--- config.mk ---
export PLATFORM = sky130hd
export DESIGN_NAME = llc_frame_header_decoder_unit_flat
export DESIGN_NICKNAME = d
export VERILOG_FILES = /design/src/design/lfhd_pkg.sv /design/src/design/lfhd_if.sv /design/src/design/lfhd_decode.sv /design/src/design/llc_frame_header_decoder_unit.sv /design/src/flat_wrapper.sv
export SDC_FILE = /design/constraint.sdc
export NUM_CORES = 1
export LEC_CHECK = 0
export ABC_AREA = 1
export BUFFER_PORTS_ARGS = -buffer_cell sky130_fd_sc_hd__buf_2
export CAP_MARGIN = 20
export CORE_MARGIN = 3
export CORE_UTILIZATION = 53
export CTS_CLUSTER_SIZE = 28
export DETAILED_ROUTE_END_ITERATION = 10
export PLACE_DENSITY_LB_ADDON = 0.08
export SLEW_MARGIN = 25
export SYNTH_ARGS = -nofsm -noshare
export SYNTH_HDL_FRONTEND = slang
export SYNTH_SLANG_ARGS = --single-unit
--- constraint.sdc ---
create_clock -name clk -period 6.5 [get_ports clk]
set_input_delay 0.65 -clock clk [delete_from_list [all_inputs] [get_ports clk]]
set_output_delay 0.65 -clock clk [all_outputs]
set_load 0.01 [all_outputs]
--- src/design/lfhd_pkg.sv ---
// Package for the LLC frame header decoder.
// Holds the input and result item types, status and command codes and framing constants.
// No dependencies.
package lfhd_pkg;

  // Framing constants
  localparam int MAX_FRAME_LENGTH = 2047;
  localparam int FCS_OCTETS       = 3;
  localparam int UI_HEADER_OCTETS = 3;
  localparam int N202             = 4;

  // Status codes
  localparam logic [2:0] ST_OK    = 3'd0;
  localparam logic [2:0] ST_SHORT = 3'd1;
  localparam logic [2:0] ST_PD    = 3'd2;
  localparam logic [2:0] ST_SAPI  = 3'd3;
  localparam logic [2:0] ST_UCODE = 3'd4;
  localparam logic [2:0] ST_SACK  = 3'd5;

  // Frame command codes
  localparam logic [3:0] CMD_NULL = 4'd0;
  localparam logic [3:0] CMD_RR   = 4'd1;
  localparam logic [3:0] CMD_ACK  = 4'd2;
  localparam logic [3:0] CMD_RNR  = 4'd3;
  localparam logic [3:0] CMD_SACK = 4'd4;
  localparam logic [3:0] CMD_DM   = 4'd5;
  localparam logic [3:0] CMD_DISC = 4'd6;
  localparam logic [3:0] CMD_UA   = 4'd7;
  localparam logic [3:0] CMD_SABM = 4'd8;
  localparam logic [3:0] CMD_FRMR = 4'd9;
  localparam logic [3:0] CMD_XID  = 4'd10;
  localparam logic [3:0] CMD_UI   = 4'd11;

  // One frame header as presented on the input channel
  typedef struct packed {
    logic [7:0]  address_octet;
    logic [7:0]  control_octet_0;
    logic [7:0]  control_octet_1;
    logic [7:0]  control_octet_2;
    logic [7:0]  control_octet_3;
    logic [10:0] frame_length;
    logic [23:0] trailer_fcs;
  } lfhd_in_t;

  // One decoded header on the result channel
  typedef struct packed {
    logic [2:0]  status;
    logic        is_command;
    logic [3:0]  sapi;
    logic        ack_request;
    logic        encrypted;
    logic [3:0]  frame_command;
    logic [8:0]  send_sequence;
    logic [8:0]  receive_sequence;
    logic [5:0]  payload_offset;
    logic [10:0] payload_length;
    logic [10:0] fcs_coverage;
    logic [23:0] received_fcs;
  } lfhd_out_t;

endpackage

--- src/design/lfhd_if.sv ---
// Valid/ready channel interfaces for the LLC frame header decoder.
// Depends on lfhd_pkg for the payload types.
interface lfhd_in_if;
  import lfhd_pkg::*;
  logic     valid;
  logic     ready;
  lfhd_in_t payload;

  modport source (output valid, output payload, input ready);
  modport sink   (input valid, input payload, output ready);
endinterface

interface lfhd_out_if;
  import lfhd_pkg::*;
  logic      valid;
  logic      ready;
  lfhd_out_t payload;

  modport source (output valid, output payload, input ready);
  modport sink   (input valid, input payload, output ready);
endinterface

--- src/design/lfhd_decode.sv ---
// Combinational header decode: one registered frame header in, one result item out.
// Depends on lfhd_pkg.
module lfhd_decode (
  input  lfhd_pkg::lfhd_in_t  item,
  output lfhd_pkg::lfhd_out_t res
);
  import lfhd_pkg::*;

  // Supervisory function bits to command
  function automatic logic [3:0] sup_cmd(input logic [1:0] bits);
    logic [3:0] c;
    case (bits)
      2'd0:    c = CMD_RR;
      2'd1:    c = CMD_ACK;
      2'd2:    c = CMD_RNR;
      default: c = CMD_SACK;
    endcase
    return c;
  endfunction

  logic [7:0]  addr, c0, c1, c2, c3;
  logic [10:0] len;
  logic [10:0] body;
  logic        len_bad;
  logic        sapi_rsvd;
  logic        u_bad;
  logic [3:0]  cmd;
  logic        ack, enc;
  logic [8:0]  ns, nr;
  logic [5:0]  off;
  logic [10:0] plen, cov;
  logic [10:0] off_ext;

  assign addr = item.address_octet;
  assign c0   = item.control_octet_0;
  assign c1   = item.control_octet_1;
  assign c2   = item.control_octet_2;
  assign c3   = item.control_octet_3;
  assign len  = item.frame_length;

  assign len_bad   = (len <= 11'(FCS_OCTETS)) || (int'(len) > MAX_FRAME_LENGTH);
  assign body      = len - 11'(FCS_OCTETS);
  assign sapi_rsvd = addr[3:0] inside {4'd0, 4'd4, 4'd6, 4'd10, 4'd12, 4'd13, 4'd15};

  // Format decode of the control field
  always_comb begin
    cmd   = CMD_NULL;
    ack   = 1'b0;
    enc   = 1'b0;
    ns    = '0;
    nr    = '0;
    off   = '0;
    u_bad = 1'b0;
    cov   = body;
    if (!c0[7]) begin
      // I format
      ack = c0[6];
      ns  = {c0[4:0], c1[7:4]};
      nr  = {c1[2:0], c2[7:2]};
      cmd = sup_cmd(c2[1:0]);
      if (cmd == CMD_SACK) begin
        off = 6'd5 + {1'b0, c3[4:0]};
      end else begin
        off = 6'd4;
      end
    end else if (c0[7:6] == 2'b10) begin
      // S format
      ack = c0[5];
      nr  = {c0[2:0], c1[7:2]};
      cmd = sup_cmd(c1[1:0]);
    end else if (c0[7:5] == 3'b110) begin
      // UI format; coverage clipped unless full FCS requested
      cmd = CMD_UI;
      off = 6'(UI_HEADER_OCTETS);
      ns  = {c0[2:0], c1[7:2]};
      enc = c1[1];
      if (!c1[0] && (body > 11'(UI_HEADER_OCTETS + N202))) begin
        cov = 11'(UI_HEADER_OCTETS + N202);
      end
    end else begin
      // U format
      case (c0[3:0])
        4'h0:    cmd = CMD_NULL;
        4'h1:    cmd = CMD_DM;
        4'h4:    cmd = CMD_DISC;
        4'h6:    cmd = CMD_UA;
        4'h7:    cmd = CMD_SABM;
        4'h8:    cmd = CMD_FRMR;
        4'hb: begin
          cmd = CMD_XID;
          off = 6'd2;
        end
        default: u_bad = 1'b1;
      endcase
    end
  end

  // Information field length, saturated at zero
  assign off_ext = {5'b0, off};
  assign plen    = (off != '0 && body > off_ext) ? body - off_ext : '0;

  // Error priority and field masking
  always_comb begin
    res = '0;
    if (len_bad) begin
      res.status = ST_SHORT;
    end else begin
      res.fcs_coverage = body;
      res.received_fcs = item.trailer_fcs;
      if (addr[7]) begin
        res.status = ST_PD;
      end else begin
        res.is_command = ~addr[6];
        res.sapi       = addr[3:0];
        if (sapi_rsvd) begin
          res.status = ST_SAPI;
        end else if (u_bad) begin
          res.status = ST_UCODE;
        end else begin
          res.status           = (cmd == CMD_SACK) ? ST_SACK : ST_OK;
          res.ack_request      = ack;
          res.encrypted        = enc;
          res.frame_command    = cmd;
          res.send_sequence    = ns;
          res.receive_sequence = nr;
          res.payload_offset   = off;
          res.payload_length   = plen;
          res.fcs_coverage     = cov;
        end
      end
    end
  end

endmodule

--- src/design/llc_frame_header_decoder_unit.sv ---
// Top level of the LLC frame header decoder: input register, decode, result register.
// Depends on lfhd_pkg, lfhd_if and lfhd_decode.
//
//  channel | dir | payload     | transfer when
//  in_ch   | in  | lfhd_in_t   | in_ch.valid && in_ch.ready
//  out_ch  | out | lfhd_out_t  | out_ch.valid && out_ch.ready
//
// One header can be taken per cycle while out_ch is not stalled; its result passes
// through the input register and the result register before it is valid on out_ch.
// Each of the two register stages refills as it empties.
// Synchronous active-low reset clears both valid flags; payload registers are not reset.
// A stall on out_ch back-pressures in_ch only once both stages hold an item.
module llc_frame_header_decoder_unit (
  input logic clk,
  input logic rst_n,
  lfhd_in_if.sink    in_ch,
  lfhd_out_if.source out_ch
);
  import lfhd_pkg::*;

  logic      s1_valid_r, s1_valid_nxt;
  lfhd_in_t  s1_item_r;
  logic      out_valid_r, out_valid_nxt;
  lfhd_out_t out_item_r;
  lfhd_out_t dec_res;
  logic      out_free;
  logic      s1_free;

  // Stage enables: a stage loads when it is empty or its content moves on
  assign out_free      = !out_valid_r || out_ch.ready;
  assign s1_free       = !s1_valid_r || out_free;
  assign in_ch.ready   = s1_free;
  assign s1_valid_nxt  = s1_free ? in_ch.valid : s1_valid_r;
  assign out_valid_nxt = out_free ? s1_valid_r : out_valid_r;

  lfhd_decode u_decode (
    .item (s1_item_r),
    .res  (dec_res)
  );

  // Valid flags
  always_ff @(posedge clk) begin
    if (!rst_n) begin
      s1_valid_r  <= 1'b0;
      out_valid_r <= 1'b0;
    end else begin
      s1_valid_r  <= s1_valid_nxt;
      out_valid_r <= out_valid_nxt;
    end
  end

  // Payload registers
  always_ff @(posedge clk) begin
    if (s1_free && in_ch.valid) begin
      s1_item_r <= in_ch.payload;
    end
    if (out_free && s1_valid_r) begin
      out_item_r <= dec_res;
    end
  end

  assign out_ch.valid   = out_valid_r;
  assign out_ch.payload = out_item_r;

endmodule

--- src/flat_wrapper.sv ---
// flat-port wrapper written by rule: the top's interface ports become plain ports
module llc_frame_header_decoder_unit_flat import lfhd_pkg::*;
  (clk, rst_n, in_ch_valid, in_ch_payload, in_ch_ready, out_ch_valid, out_ch_payload, out_ch_ready);
  lfhd_in_if in_ch_i ();
  lfhd_out_if out_ch_i ();
  input logic clk;
  input logic rst_n;
  input wire logic [$bits(in_ch_i.valid)-1:0] in_ch_valid;
  input wire logic [$bits(in_ch_i.payload)-1:0] in_ch_payload;
  output wire logic [$bits(in_ch_i.ready)-1:0] in_ch_ready;
  output wire logic [$bits(out_ch_i.valid)-1:0] out_ch_valid;
  output wire logic [$bits(out_ch_i.payload)-1:0] out_ch_payload;
  input wire logic [$bits(out_ch_i.ready)-1:0] out_ch_ready;
  assign in_ch_i.valid = in_ch_valid;
  assign in_ch_i.payload = in_ch_payload;
  assign in_ch_ready = in_ch_i.ready;
  assign out_ch_valid = out_ch_i.valid;
  assign out_ch_payload = out_ch_i.payload;
  assign out_ch_i.ready = out_ch_ready;
  llc_frame_header_decoder_unit u_core (.clk(clk), .rst_n(rst_n), .in_ch(in_ch_i), .out_ch(out_ch_i));
endmodule
# [Word level (Yosys, flattened, before mapping)]
# Cells that the tools add are included.
[op_classes] mux=34 bitwise_logic=4 n_addsub=3 magnitude_cmp=3 n_reduce_logical=21 eq_ne=20
[op_table] op="2-to-1 mux 11 bit" n=7
[op_table] op="2-to-1 mux 9 bit" n=5
[op_table] op="equality test 4 x 3 -> 1 bit (second input constant)" n=7
[op_table] op="equality test 4 bit (second input constant)" n=6
[op_table] op="one-hot mux 4 bit (6 select lines)" n=1
[op_table] op="one-hot mux 3 bit (3 select lines)" n=2
[op_table] op="2-to-1 mux 4 bit" n=4
[op_table] op="OR reduction 7 bit" n=2
[op_table] op="2-to-1 mux 6 bit" n=2
[op_table] op="> comparator 11 x 3 -> 1 bit (second input constant)" n=1
[op_table] op="> comparator 11 x 6 -> 1 bit" n=1
[op_table] op="less-or-equal comparator 11 x 2 -> 1 bit (second input constant)" n=1
[op_table] op="subtractor 11 x 2 -> 11 bit (second input constant)" n=1
[op_table] op="subtractor 11 x 6 -> 11 bit" n=1
[op_table] op="2-to-1 mux 2 bit" n=5
[op_table] op="logical NOT 4 bit" n=2
[op_table] op="nonzero test 7 bit" n=1
[op_table] op="adder 3 x 5 -> 6 bit (first input constant)" n=1
[op_table] op="equality test 2 bit (second input constant)" n=3
[op_table] op="2-to-1 mux 1 bit" n=6
[op_table] op="2-to-1 mux 3 bit" n=2
[op_table] op="nonzero test 6 bit" n=1
[op_table] op="OR reduction 5 bit" n=1
[op_table] op="equality test 2 x 1 -> 1 bit (second input constant)" n=2
[op_table] op="other kinds (10)" n=20
[totals] register_bits=158 input_bits=79 output_inout_bits=86 elab_cells=107

# [Depth between registers and ports, before layout]
[depth] word_depth=10 depth_mapped=18 mapped_depth_nobuf=17

# [By module]
# Synthesis repeated with hierarchy kept, for this count alone.
[hier_totals] hier_cells=568 area_unflattened_um2=6836.6
[modules_own_cells] mod="llc_frame_header_decoder_unit" area_per_inst_um2=4869.7 seq_area_each_um2=4814.6 n_inst=1 cells_each=172
[modules_own_cells] mod="lfhd_decode" area_per_inst_um2=1966.9 seq_area_each_um2=0.0 n_inst=1 cells_each=396

# [Worst setup path after synthesis]
# Ideal clock, no wire load.
[synth_timing] path_kind="input-to-reg" startpoint="input port out_ch_ready" endpoint="register u_core.out_item_r, in the netlist u_core.out_ch.payload[0], enable pin" setup_slack_ns=1.192 path_stages=2 setup_time_ns=0.554 t_arrival_ns=4.754 path_cell_list="inv_1 a21oi_1"
[synth_between] elab_chain_cells=2
[synth_lines] element="start: declaration" line="flat_wrapper.sv:13" text="input wire logic [$bits(out_ch_i.ready)-1:0] out_ch_ready;"
[synth_lines] element="logical OR 1 bit" line="llc_frame_header_decoder_unit.sv:30" text="assign out_free = !out_valid_r || out_ch.ready;"
[synth_lines] element="logical AND 1 bit" line="llc_frame_header_decoder_unit.sv:57" text="if (out_free && s1_valid_r) begin"
[synth_lines] element="end signal: assignment" line="llc_frame_header_decoder_unit.sv:58" text="out_item_r <= dec_res;"
[synth_lines] element="end: declaration" line="llc_frame_header_decoder_unit.sv:24" text="lfhd_out_t out_item_r;"
# No other way between the ends.
# A chain may end at the register's enable or synchronous reset.

# [Final worst setup path]
[layout_timing] startpoint="register u_core.s1_item_r[66] (netlist name)" endpoint="register u_core.out_item_r, in the netlist u_core.out_ch.payload[45], data pin"
[layout_between] elab_chain_cells=8
[layout_lines] element="start: declaration" line="llc_frame_header_decoder_unit.sv:22" text="lfhd_in_t s1_item_r;"
[layout_lines] element="start signal: assignment" line="llc_frame_header_decoder_unit.sv:55" text="s1_item_r <= in_ch.payload;"
[layout_lines] element="equality test 3 bit" line="lfhd_decode.sv:71" text="end else if (c0[7:5] == 3'b110) begin"
[layout_lines] element="2-to-1 mux 2 bit" line="lfhd_decode.sv:71"
[layout_lines] element="2-to-1 mux 2 bit" line="lfhd_decode.sv:66" text="end else if (c0[7:6] == 2'b10) begin"
[layout_lines] element="2-to-1 mux 6 bit *" line="lfhd_decode.sv:55" text="if (!c0[7]) begin"
[layout_lines] element="via u_core.u_decode.off[0]" line="lfhd_decode.sv:30" text="logic [5:0] off;"
[layout_lines] element="> comparator 11 x 6 -> 1 bit or nonzero test 6 bit (tied branches)" line="lfhd_decode.sv:100" text="assign plen = (off != '0 && body > off_ext) ? body - off_ext : '0;"
[layout_lines] element="logical AND 1 bit" line="lfhd_decode.sv:100"
[layout_lines] element="inverter 1 bit (no line)"
[layout_lines] element="OR reduction 5 bit (no line)"
# The timed path passes the listed nets; every way through them passes the cells marked *.

==> results.yml <==
status:
  status: "completed"
clocking:
  cts_max_path_buffers: 2
  cts_tree: "built"
  post_cts_resized: 0
  h-tree-depth: 4
  clk_pin_slew_worst_paths_ps: 60
  insertion_delay_ps: 430
  cts.sinks: 156
  cts_made_buffers: 17
  postCtsSetupRepairBufs: 0
  cts-hold-fix-buffers: 0
  root_buffer: "clkbuf_16"
grt:
  globalRouteOverflowTotal: 0
  grt_pass1_wl_mm: 21.8
  first_global_vias: 4465
  grt_max_degree: 85
  grt_usage_pct: 20.2
  antenna_found_initial: 1
place:
  port_buffers: 159
  gp_congestion: 0.873
  place_ws_ps: 3370
  dp_hpwl_mm: 9.31
power_and_ir_drop:
  intPower_w: 0.00177
  irDropWorstVdd_mv: 0.220
  p_per_area_mw_per_mm2: 285
  p_sw_share_pct: 23.7
  clock_power_share_pct: 39.4
  switchingPower_w: 0.000551
  power_frac_seq_pct: 51.2
  comb_power_share_pct: 9.4
  leakage_nw: 3.52
worst_setup_path:
  cpPeakStageDelay_ps: 480
  startpoint_type: "flop"
  critPathTopFamily: "simple AND/OR/NAND/NOR gates"
  crit_type: "reg -> reg"
  cp_max_fo: 11
  path_cells: "nand2_2 -> nor2_2 -> inv_1 -> o21ai_1 -> ha_1 -> inv_1 -> fa_1 -> inv_1 -> nor3_1 -> nor2_1 -> nand2_1 -> nor2_2 -> nand2_1 -> nand2_1 -> nand2_1 -> inv_1 -> nor2_1"
  crit_buf_inv: 4
  critPathSlowestCell: "edfxtp_1"
  cp.required_ps: 6670
  endpoint_kind: "flop"
  arrival_ps: 3350
synthesis:
  ys_seq_area_share_pct: 70.2
  syn_nets: 652
  ys.flop_type: "edfxtp_1"
  synth_cell_types: 36
  synth_edf_count: 154
  mappedNetlistArea_mm2: 0.00665
  synth_area_per_cell_um2: 11.9
  async_flop_share_pct: 0
  ys_ff_latch: 156
  synth_warnings: 0
  syn_inst: 559
route:
  antenna_left: 0
  routed_via_density: 4.87
  first_pass_iters: 5
  vias: 4424
  drt_iter0_drc: 329
  wl_mm: 13.2
  wl_per_cell_um: 14.6
  drc_errors: 0
final_layout:
  fillers: 967
  drive_above_1_share_pct: 32.0
  syn_to_final_growth_pct: 22.9
  diodes: 0
  multi_input_area_mm2: 0.00162
  seqCellArea_mm2: 0.00466
  final_common_cell: "buf_2"
  final_cell_mix: "159 x buf_2, 154 x edfxtp_1, 95 x nand2_1"
  nets: 821
  post-route-util_pct: 67.5
floorplan:
  dieArea_mm2: 0.0139
  die_h_um: 118
  rows: 40
  die_w_um: 118
  io_pins: 165
  core_mm2: 0.0121
  initial_core_util_pct: 54.9
flow_run:
  cap_viol_max_count: 0
sta:
  clock_skew_ps: 8.55
  fin_crit_sh_pct: 48.9
  grt_setup_unrepaired: "false"
  finalHoldViolations: 0
  setup_violations: 0
  fin_ws_ps: 3320
  worstMarginPinSlew_ps: 818
  max_clock_freq_mhz: 314
  period_needed_ps: 3180
  slew_violations: 0
  relSlewSlack_pct: 45.5
  tns_ps: 0
worst_hold_path:
  worstHoldPathType: "in -> reg"
## final cells by class
cell class                      count  share of cell area, %
Inverter                           83                   3.81
Sequential cell                   156                   57.1
Timing Repair Buffer              161                   9.97
Clock buffer                       18                   5.25
Clock inverter                     13                   1.45
Tap cell                          168                   2.57
Multi-Input combinational cell    309                   19.8
## layer usage
layer | GRT usage [%] | vias to the layer above | share of wire [%] | wire, um
met5 | 0 | - | 0.098 | 13
li1 | - | 2207 | - | -
met2 | 31.8 | 155 | 48 | 6340
met4 | 5.49 | 2 | 0.87 | 115
met3 | 11.2 | 15 | 11 | 1460
met1 | 24.3 | 2045 | 40 | 5290
## flip-flops by register name, summed over array words and instances (netlist names)
name                   cells
u_core.out_ch.payload     84
u_core.out_ch.valid        1
u_core.s1_item_r          70
u_core.s1_valid_r          1
## synth_stat cells (3+ instances only)
cell,count,area (um^2)
xnor2_1,5,43.8
buf_2,5,25.0
inv_2,4,15.0
edfxtp_1,154,4620
ha_1,13,163
nor2_2,24,150
nand4_1,6,37.5
nor3_1,7,35.0
inv_1,78,293
a21oi_1,33,165
nand2_1,95,357
a21boi_0,3,22.5
xor2_1,3,26.3
clkbuf_1,3,11.3
o21ai_0,7,35.0
nor2_1,66,248
nand3_1,19,95.1
nand2_2,8,50.1
o21ai_1,3,15.0
## path summary, 6_finish.rpt
check	slack [ps]	endpoint	startpoint	cells after the start
worst max-delay path	3320	u_core.out_ch.payload[45]	u_core.s1_item_r[66]	17
worst max register to register	3320	u_core.out_ch.payload[45]	u_core.s1_item_r[66]	17
worst min-delay path	390	u_core.s1_item_r[19]	in_ch_payload[19]	1
worst min register to register	530	u_core.out_ch.valid	u_core.out_ch.valid	2
## cells by family (layout without fill, tap and decap cells)
family                   after synthesis  in the layout  synth area share, %
AND/OR/NAND/NOR                      235            235                 16.0
buffers and inverters                 94            275                 5.59
AO/OA/AOI/OAI                         51             51                 4.16
adder cells (fa/ha/maj)               14             14                 2.75
XOR/XNOR                               9              9                 1.30
flip-flops                           156            156                 70.2
## per-stage QoR
| step | hold WS (ps) | cell area [um^2] | std cells | power, W |
|---|---|---|---|---|
| finish | 392 | 8170 | 908 | 0.00233 |
| global route | 362 | 8170 | 908 | 0.00242 |
| CTS | 370 | 8170 | 908 | 0.00235 |
| detailed placement | 521 | 7620 | 877 | 0.00143 |
| global placement | 504 | 7620 | 877 | 0.00142 |
| floorplan | 448 | 6650 | 559 | 0.00135 |
## power groups by stage
stage          clock, W  sequential [W]  combinational [W]
3_5_place_dp          0         0.00121           0.000218
6_report       0.000916         0.00119           0.000218
2_1_floorplan         0         0.00123           0.000129
4_1_cts        0.000937         0.00119           0.000219
5_1_grt        0.000980         0.00120           0.000246
3_3_place_gp          0         0.00121           0.000211
Power figures use the tool's default switching activity.
